==> src/rtl/hrlp_pkg.sv <==
`default_nettype none

package hrlp_pkg;

	localparam int FIELD_BUFFER_SIZE_DEF = 1024;

	localparam int ITEMS_MAX = 3;

	typedef enum logic [2:0] {
		PH_METHOD = 3'd0,
		PH_GAP    = 3'd1,
		PH_PATH   = 3'd2,
		PH_QUERY  = 3'd3,
		PH_AFTER  = 3'd4,
		PH_DONE   = 3'd5,
		PH_CUT    = 3'd6
	} phase_t;

	typedef enum logic [1:0] {
		SL_NONE = 2'd0,
		SL_OK   = 2'd1,
		SL_BAD  = 2'd2
	} slash_t;

	localparam logic [1:0] KIND_NAME   = 2'd0;
	localparam logic [1:0] KIND_QUERY  = 2'd1;
	localparam logic [1:0] KIND_STATUS = 2'd2;

	localparam logic [7:0] ST_OK     = 8'd0;
	localparam logic [7:0] ST_BAD    = 8'd1;
	localparam logic [7:0] ST_METHOD = 8'd2;
	localparam logic [7:0] ST_NAME   = 8'd3;
	localparam logic [7:0] ST_QUERY  = 8'd4;

	typedef struct packed {
		logic [1:0] kind;
		logic [7:0] value;
		logic       last;
	} item_t;

	typedef struct packed {
		phase_t     phase;
		logic [1:0] mcnt;
		logic       mbad;
		logic [1:0] esc;
		logic [7:0] held;
		slash_t     slash;
		logic       name_ended;
	} core_state_t;

endpackage

`default_nettype wire

==> src/rtl/hrlp_step.sv <==
`default_nettype none

module hrlp_step import hrlp_pkg::*; #(
	parameter int FIELD_BUFFER_SIZE = FIELD_BUFFER_SIZE_DEF,
	localparam int LW = $clog2(FIELD_BUFFER_SIZE + 1)
) (
	input  core_state_t              st,
	input  logic [LW-1:0]            name_len,
	input  logic [LW-1:0]            query_len,
	input  logic [7:0]               data,
	input  logic                     restart,
	output core_state_t              st_nxt,
	output logic [LW-1:0]            name_len_nxt,
	output logic [LW-1:0]            query_len_nxt,
	output item_t [ITEMS_MAX-1:0]    items,
	output logic [1:0]               count
);

	localparam logic [LW-1:0] LEN_MAX = LW'(FIELD_BUFFER_SIZE);
	localparam logic [LW-1:0] LEN_LIM = LW'(FIELD_BUFFER_SIZE - 1);

	localparam logic [7:0] CH_NUL     = 8'h00;
	localparam logic [7:0] CH_TAB     = 8'h09;
	localparam logic [7:0] CH_LF      = 8'h0a;
	localparam logic [7:0] CH_CR      = 8'h0d;
	localparam logic [7:0] CH_SPACE   = 8'h20;
	localparam logic [7:0] CH_PERCENT = 8'h25;
	localparam logic [7:0] CH_SLASH   = 8'h2f;
	localparam logic [7:0] CH_QMARK   = 8'h3f;

	typedef struct packed {
		core_state_t           s;
		logic [LW-1:0]         nl;
		logic [LW-1:0]         ql;
		item_t [ITEMS_MAX-1:0] it;
		logic [1:0]            n;
	} work_t;

	function automatic logic is_hex(input logic [7:0] c);
		return (c >= 8'h30 && c <= 8'h39) || (c >= 8'h61 && c <= 8'h66) ||
			(c >= 8'h41 && c <= 8'h46);
	endfunction

	function automatic logic [3:0] hex_val(input logic [7:0] c);
		logic [7:0] v;
		v = 8'd0;
		if (c >= 8'h30 && c <= 8'h39) begin
			v = c - 8'h30;
		end else if (c >= 8'h61 && c <= 8'h66) begin
			v = c - 8'h57;
		end else if (c >= 8'h41 && c <= 8'h46) begin
			v = c - 8'h37;
		end
		return v[3:0];
	endfunction

	function automatic logic [7:0] get_char(input logic [1:0] idx);
		logic [7:0] r;
		case (idx)
			2'd0:    r = 8'h67;
			2'd1:    r = 8'h65;
			2'd2:    r = 8'h74;
			default: r = 8'h00;
		endcase
		return r;
	endfunction

	function automatic logic method_ok(input work_t w);
		return (w.s.mcnt == 2'd3) && !w.s.mbad;
	endfunction

	function automatic work_t put(input work_t w, input logic [1:0] kind,
			input logic [7:0] value, input logic last);
		work_t r;
		r = w;
		if (r.n < 2'(ITEMS_MAX)) begin
			r.it[r.n].kind  = kind;
			r.it[r.n].value = value;
			r.it[r.n].last  = last;
			r.n = r.n + 2'd1;
		end
		return r;
	endfunction

	function automatic work_t dec(input work_t w, input logic [7:0] b);
		work_t r;
		r = w;
		if (r.s.slash == SL_NONE) begin
			r.s.slash = (b == CH_SLASH) ? SL_OK : SL_BAD;
		end else if (r.s.slash == SL_OK && !r.s.name_ended) begin
			if (b == CH_NUL) begin
				r.s.name_ended = 1'b1;
			end else begin
				if (method_ok(r)) begin
					r = put(r, KIND_NAME, b, 1'b0);
				end
				if (r.nl < LEN_MAX) begin
					r.nl = r.nl + LW'(1);
				end
			end
		end
		return r;
	endfunction

	function automatic work_t path_byte(input work_t w, input logic [7:0] c);
		work_t r;
		logic  done;
		r = w;
		done = 1'b0;
		if (r.s.esc == 2'd1) begin
			if (is_hex(c)) begin
				r.s.held = c;
				r.s.esc = 2'd2;
				done = 1'b1;
			end else begin
				r = dec(r, CH_PERCENT);
				r.s.esc = 2'd0;
			end
		end else if (r.s.esc == 2'd2) begin
			r.s.esc = 2'd0;
			if (is_hex(c)) begin
				r = dec(r, {hex_val(r.s.held), hex_val(c)});
				done = 1'b1;
			end else begin
				r = dec(r, CH_PERCENT);
				r = dec(r, r.s.held);
			end
		end
		if (!done) begin
			if (c == CH_PERCENT) begin
				r.s.esc = 2'd1;
			end else begin
				r = dec(r, c);
			end
		end
		return r;
	endfunction

	function automatic work_t flush(input work_t w);
		work_t r;
		r = w;
		if (r.s.esc != 2'd0) begin
			r = dec(r, CH_PERCENT);
		end
		if (r.s.esc == 2'd2) begin
			r = dec(r, r.s.held);
		end
		r.s.esc = 2'd0;
		return r;
	endfunction

	function automatic work_t bad_request(input work_t w);
		work_t r;
		r = put(w, KIND_STATUS, ST_BAD, 1'b1);
		r.s.phase = PH_DONE;
		return r;
	endfunction

	function automatic work_t final_status(input work_t w);
		work_t      r;
		logic [7:0] s;
		r = w;
		s = ST_OK;
		if (!method_ok(r)) begin
			s = ST_METHOD;
		end else if (r.s.slash != SL_OK || r.nl >= LEN_LIM) begin
			s = ST_NAME;
		end else if (r.ql >= LEN_LIM) begin
			s = ST_QUERY;
		end
		r = put(r, KIND_STATUS, s, 1'b1);
		r.s.phase = PH_DONE;
		return r;
	endfunction

	logic  eol;
	logic  blank;
	logic  [7:0] lc;
	work_t w;

	assign eol   = (data == CH_CR) || (data == CH_LF);
	assign blank = (data == CH_SPACE) || (data == CH_TAB);
	assign lc    = (data >= 8'h41 && data <= 8'h5a) ? data + 8'h20 : data;

	always_comb begin
		w    = '0;
		w.s  = st;
		w.nl = name_len;
		w.ql = query_len;
		if (restart) begin
			w.s.phase      = PH_METHOD;
			w.s.mcnt       = 2'd0;
			w.s.mbad       = 1'b0;
			w.s.esc        = 2'd0;
			w.s.held       = 8'd0;
			w.s.slash      = SL_NONE;
			w.s.name_ended = 1'b0;
			w.nl           = '0;
			w.ql           = '0;
		end
		case (w.s.phase)
			PH_METHOD: begin
				if (eol) begin
					w = bad_request(w);
				end else if (data == CH_NUL) begin
					w.s.phase = PH_CUT;
				end else if (blank) begin
					w.s.phase = PH_GAP;
				end else if (w.s.mcnt == 2'd3 || lc != get_char(w.s.mcnt)) begin
					w.s.mbad = 1'b1;
				end else begin
					w.s.mcnt = w.s.mcnt + 2'd1;
				end
			end
			PH_GAP, PH_PATH: begin
				if (eol) begin
					if (w.s.phase == PH_PATH) begin
						w = flush(w);
					end
					w = bad_request(w);
				end else if (!(w.s.phase == PH_GAP && blank)) begin
					w.s.phase = PH_PATH;
					if (data == CH_NUL) begin
						w.s.phase = PH_CUT;
					end else if (blank) begin
						w = flush(w);
						w.s.phase = PH_AFTER;
					end else if (data == CH_QMARK) begin
						w = flush(w);
						if (w.s.slash == SL_NONE) begin
							w.s.slash = SL_BAD;
						end
						w.s.phase = PH_QUERY;
					end else begin
						w = path_byte(w, data);
					end
				end
			end
			PH_QUERY: begin
				if (eol) begin
					w = bad_request(w);
				end else if (data == CH_NUL) begin
					w.s.phase = PH_CUT;
				end else if (blank) begin
					w.s.phase = PH_AFTER;
				end else begin
					if (method_ok(w) && w.s.slash == SL_OK) begin
						w = put(w, KIND_QUERY, data, 1'b0);
					end
					if (w.ql < LEN_MAX) begin
						w.ql = w.ql + LW'(1);
					end
				end
			end
			PH_AFTER: begin
				if (eol) begin
					if (w.s.slash == SL_NONE) begin
						w.s.slash = SL_BAD;
					end
					w = final_status(w);
				end
			end
			PH_CUT: begin
				if (eol) begin
					w = bad_request(w);
				end
			end
			default: begin
			end
		endcase
	end

	assign st_nxt        = w.s;
	assign name_len_nxt  = w.nl;
	assign query_len_nxt = w.ql;
	assign items         = w.it;
	assign count         = w.n;

endmodule

`default_nettype wire

==> src/rtl/http_request_line_parser_core.sv <==
// Flow: an accepted word is held in the input register and parsed into the result
// bundle register once the output side is free; its first result is then offered.
// Throughput: one word per cycle while no word yields more than one result and m_tready
// is high; a word yielding two or three results stalls input until the last one is taken.
// Reset: asynchronous, active low; clears parse state, length counters and both stages.
`default_nettype none

module http_request_line_parser_core import hrlp_pkg::*; #(
	parameter int FIELD_BUFFER_SIZE = FIELD_BUFFER_SIZE_DEF
) (
	input  wire logic        clk,
	input  wire logic        arst_n,
	input  wire logic        s_tvalid,
	output logic             s_tready,
	input  wire logic [7:0]  s_tdata,   // [7:0] request_byte
	input  wire logic        s_tuser,   // [0] new_request
	output logic             m_tvalid,
	input  wire logic        m_tready,
	output logic [7:0]       m_tdata,   // [7:0] item_value
	output logic [1:0]       m_tuser,   // [1:0] item_kind
	output logic             m_tlast
);

	localparam int LW = $clog2(FIELD_BUFFER_SIZE + 1);

	logic                  valid_s1;
	logic [7:0]            data_s1;
	logic                  restart_s1;

	item_t [ITEMS_MAX-1:0] items_s2;
	logic [1:0]            cnt_s2;
	logic [1:0]            idx_s2;

	core_state_t           st_q;
	logic [LW-1:0]         name_len_q;
	logic [LW-1:0]         query_len_q;

	core_state_t           st_nxt;
	logic [LW-1:0]         name_len_nxt;
	logic [LW-1:0]         query_len_nxt;
	item_t [ITEMS_MAX-1:0] items_nxt;
	logic [1:0]            cnt_nxt;

	logic                  take;
	logic                  last_take;
	logic                  slot_free;
	logic                  proc;
	item_t                 cur;

	hrlp_step #(
		.FIELD_BUFFER_SIZE(FIELD_BUFFER_SIZE)
	) u_step (
		.st            (st_q),
		.name_len      (name_len_q),
		.query_len     (query_len_q),
		.data          (data_s1),
		.restart       (restart_s1),
		.st_nxt        (st_nxt),
		.name_len_nxt  (name_len_nxt),
		.query_len_nxt (query_len_nxt),
		.items         (items_nxt),
		.count         (cnt_nxt)
	);

	assign cur       = items_s2[idx_s2];
	assign m_tvalid  = (idx_s2 != cnt_s2);
	assign m_tdata   = cur.value;
	assign m_tuser   = cur.kind;
	assign m_tlast   = cur.last;

	assign take      = m_tvalid && m_tready;
	assign last_take = take && ((idx_s2 + 2'd1) == cnt_s2);
	assign slot_free = !m_tvalid || last_take;
	assign proc      = valid_s1 && slot_free;
	assign s_tready  = !valid_s1 || proc;

	// input word register
	always_ff @(posedge clk or negedge arst_n) begin
		if (!arst_n) begin
			valid_s1 <= 1'b0;
		end else if (s_tready) begin
			valid_s1 <= s_tvalid;
		end
	end

	always_ff @(posedge clk) begin
		if (s_tready && s_tvalid) begin
			data_s1    <= s_tdata;
			restart_s1 <= s_tuser;
		end
	end

	// parse state and result bundle
	always_ff @(posedge clk or negedge arst_n) begin
		if (!arst_n) begin
			st_q.phase      <= PH_METHOD;
			st_q.mcnt       <= 2'd0;
			st_q.mbad       <= 1'b0;
			st_q.esc        <= 2'd0;
			st_q.held       <= 8'd0;
			st_q.slash      <= SL_NONE;
			st_q.name_ended <= 1'b0;
			name_len_q      <= '0;
			query_len_q     <= '0;
			cnt_s2          <= 2'd0;
			idx_s2          <= 2'd0;
		end else if (proc) begin
			st_q        <= st_nxt;
			name_len_q  <= name_len_nxt;
			query_len_q <= query_len_nxt;
			cnt_s2      <= cnt_nxt;
			idx_s2      <= 2'd0;
		end else if (take) begin
			idx_s2 <= idx_s2 + 2'd1;
		end
	end

	always_ff @(posedge clk) begin
		if (proc) begin
			items_s2 <= items_nxt;
		end
	end

	a_idx_bound: assert property (@(posedge clk) disable iff (!arst_n)
		idx_s2 <= cnt_s2)
		else $error("result index beyond bundle count");

	a_last_is_status: assert property (@(posedge clk) disable iff (!arst_n)
		m_tvalid && m_tlast |-> m_tuser == KIND_STATUS)
		else $error("last flag on a byte word");

	a_status_ends_bundle: assert property (@(posedge clk) disable iff (!arst_n)
		m_tvalid && m_tlast |-> (idx_s2 + 2'd1) == cnt_s2)
		else $error("status word not at end of bundle");

	a_done_silent: assert property (@(posedge clk) disable iff (!arst_n)
		proc && st_q.phase == PH_DONE && !restart_s1 |=> !m_tvalid)
		else $error("result after request finished");

endmodule

`default_nettype wire

==> config.mk <==
export PLATFORM = sky130hd
export DESIGN_NAME = http_request_line_parser_core
export DESIGN_NICKNAME = d
export VERILOG_FILES = /design/src/rtl/hrlp_pkg.sv /design/src/rtl/hrlp_step.sv /design/src/rtl/http_request_line_parser_core.sv
export SDC_FILE = /design/constraint.sdc
export NUM_CORES = 1
export LEC_CHECK = 0
export BUFFER_PORTS_ARGS = -buffer_cell sky130_fd_sc_hd__buf_2
export CAP_MARGIN = 15
export CORE_MARGIN = 4
export CORE_UTILIZATION = 50
export DETAILED_ROUTE_END_ITERATION = 10
export PLACE_DENSITY = 0.69
export SLEW_MARGIN = 20
export SYNTH_ARGS = -nofsm -noshare
export SYNTH_HDL_FRONTEND = slang
export SYNTH_SLANG_ARGS = --single-unit
==> constraint.sdc <==
create_clock -name clk -period 6 [get_ports clk]
set_input_delay 1.2 -clock clk [delete_from_list [all_inputs] [get_ports clk]]
set_output_delay 1.2 -clock clk [all_outputs]
set_load 0.05 [all_outputs]
Word-level counts from Yosys, hierarchy flattened
Index checks and enable logic that the tools add are counted.

cells by class
  magnitude comparators = 46
  add/subtract/negate cells = 27
  equality and inequality tests = 40
  reductions and logical operators = 71
  mux-type cells = 395

operators by type and width
  kind                   count
  $mux 76                81
  $mux 73                82
  $mux 58                20
  $bwmux 33              18
  $demux 11 s2           18
  $mux 35                11
  $pmux 76 s5            1
  $mux 57                5
  $mux 16                14
  $mux 11                20
  $add 11x1->11 const B  12
  $lt 11x11->1 const B   12
  $mux 4                 24
  $mux 13                7
  $mux 9                 9
  $eq 8x6->1 const B     9
  $mux 2                 34
  $mux 68                1
  $mux 60                1
  $mux 8                 7
  $logic_not 8->1        6
  $mux 15                3
  $mux 41                1
  $le 8x7->1 const B     5
  36 further kinds       178

storage, ports and cells
  register bits after elaboration = 88

Longest topological paths before layout
  depth in word-level cells = 94
  depth in mapped cells = 20

Modules after synthesis
A second synthesis with hierarchy kept.

second synthesis, totals
  cell total of the unflattened synthesis = 1,144
  area, all modules = 9,132.5 sq um

modules (own cells, without submodules)
  module                         area each (sq um)  times used  cells an instance  seq. area each (sq um)
  hrlp_step                      5,821.8            1           950                0.0
  http_request_line_parser_core  3,310.7            1           194                2,412.3

Worst setup path after synthesis
No wires, ideal clock.

  path type = reg2reg
  start = reg restart_s1
  end = reg items_s2[14] in the netlist's numbering (data pin)
  cell stages (with the launch flop) = 18
  buffers on the path = 3
  data required time = 5.743 ns
  arrival = 4.432 ns
  slack = 1.311 ns
  path through = edfxtp_1 -> buf_2 -> buf_2 -> inv_2 -> buf_1 -> nand2_1 -> inv_1 -> ha_1 -> o21bai_1 -> a211oi_2 -> mux2_2 -> o221ai_2 -> o2111ai_1 -> a211o_1 -> or4b_4 -> a31o_1 -> nor3b_1 -> a32o_1

on the way
  longest elaborated chain between the ends = 83

ends and longest elaborated chain
  element                                               RTL line                              RTL
  start: declaration                                    http_request_line_parser_core.sv:28   logic restart_s1;
  start signal: assignment                              http_request_line_parser_core.sv:89   restart_s1 <= s_tuser;
  $mux 41 *                                             hrlp_step.sv:190                      if (restart) begin
  $eq 2x2->1 / $logic_not 1->1 (equally long branches)  hrlp_step.sv:69                       return (w.s.mcnt == 2'd3) && !w.s.mbad;
  $logic_and 1x1->1                                     hrlp_step.sv:69
  $mux 9                                                hrlp_step.sv:94                       if (method_ok(r)) begin
  $mux 76                                               hrlp_step.sv:90                       end else if (r.s.slash == SL_OK && !r.s.name_ended) begin
  $mux 76                                               hrlp_step.sv:88                       if (r.s.slash == SL_NONE) begin
  $mux 76                                               hrlp_step.sv:121                      if (is_hex(c)) begin
  $mux 76                                               hrlp_step.sv:119                      end else if (r.s.esc == 2'd2) begin
  [... 67 more ...]                                     --
  $mux 68                                               hrlp_step.sv:130                      if (c == CH_PERCENT) begin
  $mux 76                                               hrlp_step.sv:129                      if (!done) begin
  $mux 76                                               hrlp_step.sv:228                      end else if (data == CH_QMARK) begin
  $mux 76                                               hrlp_step.sv:225                      end else if (blank) begin
  $mux 73                                               hrlp_step.sv:223                      if (data == CH_NUL) begin
  $mux 76                                               hrlp_step.sv:221                      end else if (!(w.s.phase == PH_GAP && blank)) begin
  $mux 76                                               hrlp_step.sv:216                      if (eol) begin
  $pmux 76 s5 *                                         hrlp_step.sv:201                      case (w.s.phase)
  end signal: assignment                                http_request_line_parser_core.sv:120  items_s2 <= items_nxt;
  end: declaration                                      http_request_line_parser_core.sv:30   item_t [ITEMS_MAX-1:0] items_s2;

Mark *: on every way between the ends. The rest lies on a longest branch, timed or not. The select of a mux whose other input is x is not followed.
A chain may end at the register's enable or synchronous reset.

Worst setup path in the final report
Ends and elaborated chain as after synthesis.

==> summary.md <==
| Metric | Value |
|---|---|
| Status | completed |
| Vias post-DR | roughly 9600 |
| Fin crit period | 4.959 ns |
| Total Power | 1.544 mW |
| Final ANT Viol Nets | 0 |
| Row count | 48 |
| Placed Instances | approximately 1300 |
| Ports | 26 |
| Fraction of registers with async set/reset | about 55% |
| Die W | between 100 and 150 um |
| Post-CTS setup buffers | 0 |
| Critical path cell sequence | inv_2 > nand2_1 > inv_1 > ha_1 > o21bai_1 > a211oi_2 > mux2_2 > o221ai_2 > o2111ai_1 > a211o_1 > or4b_4 > a31o_1 > nor3b_1 > a32o_1 |
| Top cells by count, synth | nand2_1, o21ai_0, nor2_1 |
| Die H | 140.2 um |
| Syn. warnings | 0 |
| Final WL | 35300 um |
| Area delta synth->final | 7.015% |
| Post-synth top area cell | dfrtp_1 |
| Cells after Synth | 1124 |
| Post-synthesis sequential area ratio | about a quarter |
| Drt first-iter violations | 1505 |
| Clock Skews | 0.01394 ns |
| Post-Synth Adder-Cell Area | around 3.4% |
| Mapped Nets | around 1200 |
| Overflow after GRT | 0 |
| Slew @ Worst Pin | approximately 1.1 ns |
| Starting Density | between 50% and 60% |
| CTS tree | yes |
| Clk slew on worst S/H paths | 0.07 ns |
| Total iterations of the first detailed-routing run | 8 |
| Fin Hold WS | approximately 0.5 ns |
| Top FF cell, synth | dfrtp_1 |
| Portion of netlist area occupied by mux cells | under 10% |
| # Max-Cap Violations | 0 |
| Xor/xnor share of the synthesized area | about 3.9% |
| Layout cells sized above 1 | about a tenth |
| HP Class | reg -> reg |
| Syn avg cell area | approximately 7.8 um^2 |
| Crit path max-delay cell type | or4b_4 |
| FILL cells | between 1500 and 2000 |
| Synth top area share | 13.17% |
| DP Wirelength | between 20000 and 30000 um |
| Max Root-Sink Buffers | 2 |
| First-pass GRT wire length | about 54000 um |
| Vias per std cell | about 7.2 |
| GPL Wtd Cong | around 1.0 |
| Top cells by area, synth | dfrtp_1, edfxtp_1, nand2_1 |
| Initial antenna violation count | 0 |
| Synth Register Bits | between 80 and 90 |
| Req. time, crit path | 6.11 ns |
| Unrepaired setup endpoints after global routing | no |
| Simple-gate share of the synthesized area | between 30% and 40% |
| Area after DPL | 0.009027 mm^2 |
| Pwr/cell area | ~170 mW/mm^2 |
| Remaining DRCs | 0 |
| Compound-Gate Fraction of Synth Area | ~28% |
| Cts hold-fix bufs | 0 |
| Pleak | about 3.5 nW |
| H-tree levels | 3 |
| Total die area | slightly below 0.02 mm^2 |
| Multi-input gate area | 0.006085 mm^2 |
| Clock root buffer | clkbuf_16 |
| Period Utilization, post-route | slightly above 80% |
| Sequential cell area | between 0.002 and 0.0025 mm^2 |
| Post-Layout Cell Count | around 1300 |
| Place WS | between 1 and 1.5 ns |
| Main combinational cell family by area after synthesis | simple AND/OR/NAND/NOR gates |
| CP Max Fanout | 12 |
| Critical path class | reg -> reg |
| FMAX | about 0.20 GHz |
| Routed len/inst | between 20 and 30 um |
| Peak VDD IR | between 150 and 200 uV |
| Total GRT Usage | 34.93% |
| Post-CTS Resized | 0 |
| Fin worst setup slack | ~1.0 ns |
| Final hold vios | 0 |
| Pin count of the biggest net entering global routing | 47 |
| Core Util, Final | about 54% |
| Worst slew margin | 24.91% |
| Final TNS setup | 0 ns |
| Post-synth EDFFs | 37 |
| Clock sinks | just over 80 |
| Kind of end point of the critical path | flip-flop |
| CTS buffer count | 9 |
| Critical Path AT | slightly above 5 ns |
| CP max stage delay | around 0.54 ns |
| Diodes inserted | 0 |
| Nets | around 1100 |
| Yosys cell types | ~100 |
| Core area | ~0.017 mm^2 |
| Startpoint Class | flip-flop |
| Clk_lat worst skew | between 0.3 and 0.4 ns |
| Post-route cell area | approximately 0.0094 mm^2 |
| Setup Viol. Count Final | 0 |
| Vias in the first global route | slightly below 9000 |
| Cell with the most instances after synthesis | nand2_1 |
| Synthesized cell area | roughly 0.0087 mm^2 |
| Final slew viol count | 0 |
| Buffers on Ports | 25 |
[cells by family after synthesis]
kind of cell,Yosys count
buf+inv,99
compound gates,359
mux,24
flops,83
fa+ha+maj,24
xor+xnor,38
simple gates,497
[state kept, by name, indices dropped and copies added, names as in the netlist]
name	cells
data_s1	8
idx_s2	2
name_len_q	11
cnt_s2	2
st_q	19
restart_s1	1
query_len_q	11
items_s2	28
valid_s1	1
[cells in the final DEF, fill, tap and decap left out, types with 25 or more instances in the layout]
| cell type | n |
|---|---|
| o21ai_0 | 89 |
| xnor2_1 | 28 |
| nor2b_1 | 26 |
| a21oi_1 | 66 |
| inv_1 | 25 |
| dfrtp_1 | 46 |
| nor3_1 | 41 |
| edfxtp_1 | 37 |
| nand3_1 | 48 |
| nand2_1 | 134 |
| nor2_1 | 81 |
| buf_2 | 25 |
[worst paths after layout]
path / from / endpoint / slack, ns / cells past startpoint
setup / recovery: restart_s1 / items_s2[14] / 1.04 / 14
hold / removal: query_len_q[1] / query_len_q[1] / 0.50 / 2
setup reg to reg: restart_s1 / items_s2[14] / 1.04 / 14
hold reg to reg: query_len_q[1] / query_len_q[1] / 0.50 / 2
max in group asynchronous: arst_n / st_q[5] / 4.57 / 2
min in group asynchronous: arst_n / query_len_q[8] / 0.95 / 2
[power by group]
part	switching, mW	leakage [nW]	internal (mW)
combinational	0.177	2.30	0.0670
sequential	0.0369	1.01	0.612
clock	0.278	0.156	0.372
[layer usage]
metal / global-route usage (%) / up-vias / part of all wire (%)
li1: - / 4265 / -
met1: 46.85 / 4600 / 40
met2: 56.22 / 649 / 45
met3: 5.838 / 127 / 9.4
met4: 14.02 / 0 / 5.1
met5: 0.2506 / - / 0
[final cells by class]
cell class	count	area share [%]
repair buffers	48	3.184
multi-input cells	942	65.06
inverters	27	1.084
clock buffers	10	2.448
well taps	225	3.010
clock inverters	6	1.030
flip-flops and latches	83	24.19
[critical path: cells and delay by family (launching register included)]
kind,cells,cell delay (ns)
AOI/OAI and AO/OA,7,2.18
and+or+nand+nor,3,0.93
DFF,1,0.50
buffers and inverters,2,0.49
muxes,1,0.41
adders and majority gates,1,0.20
Power figures use the tool's default switching activity.
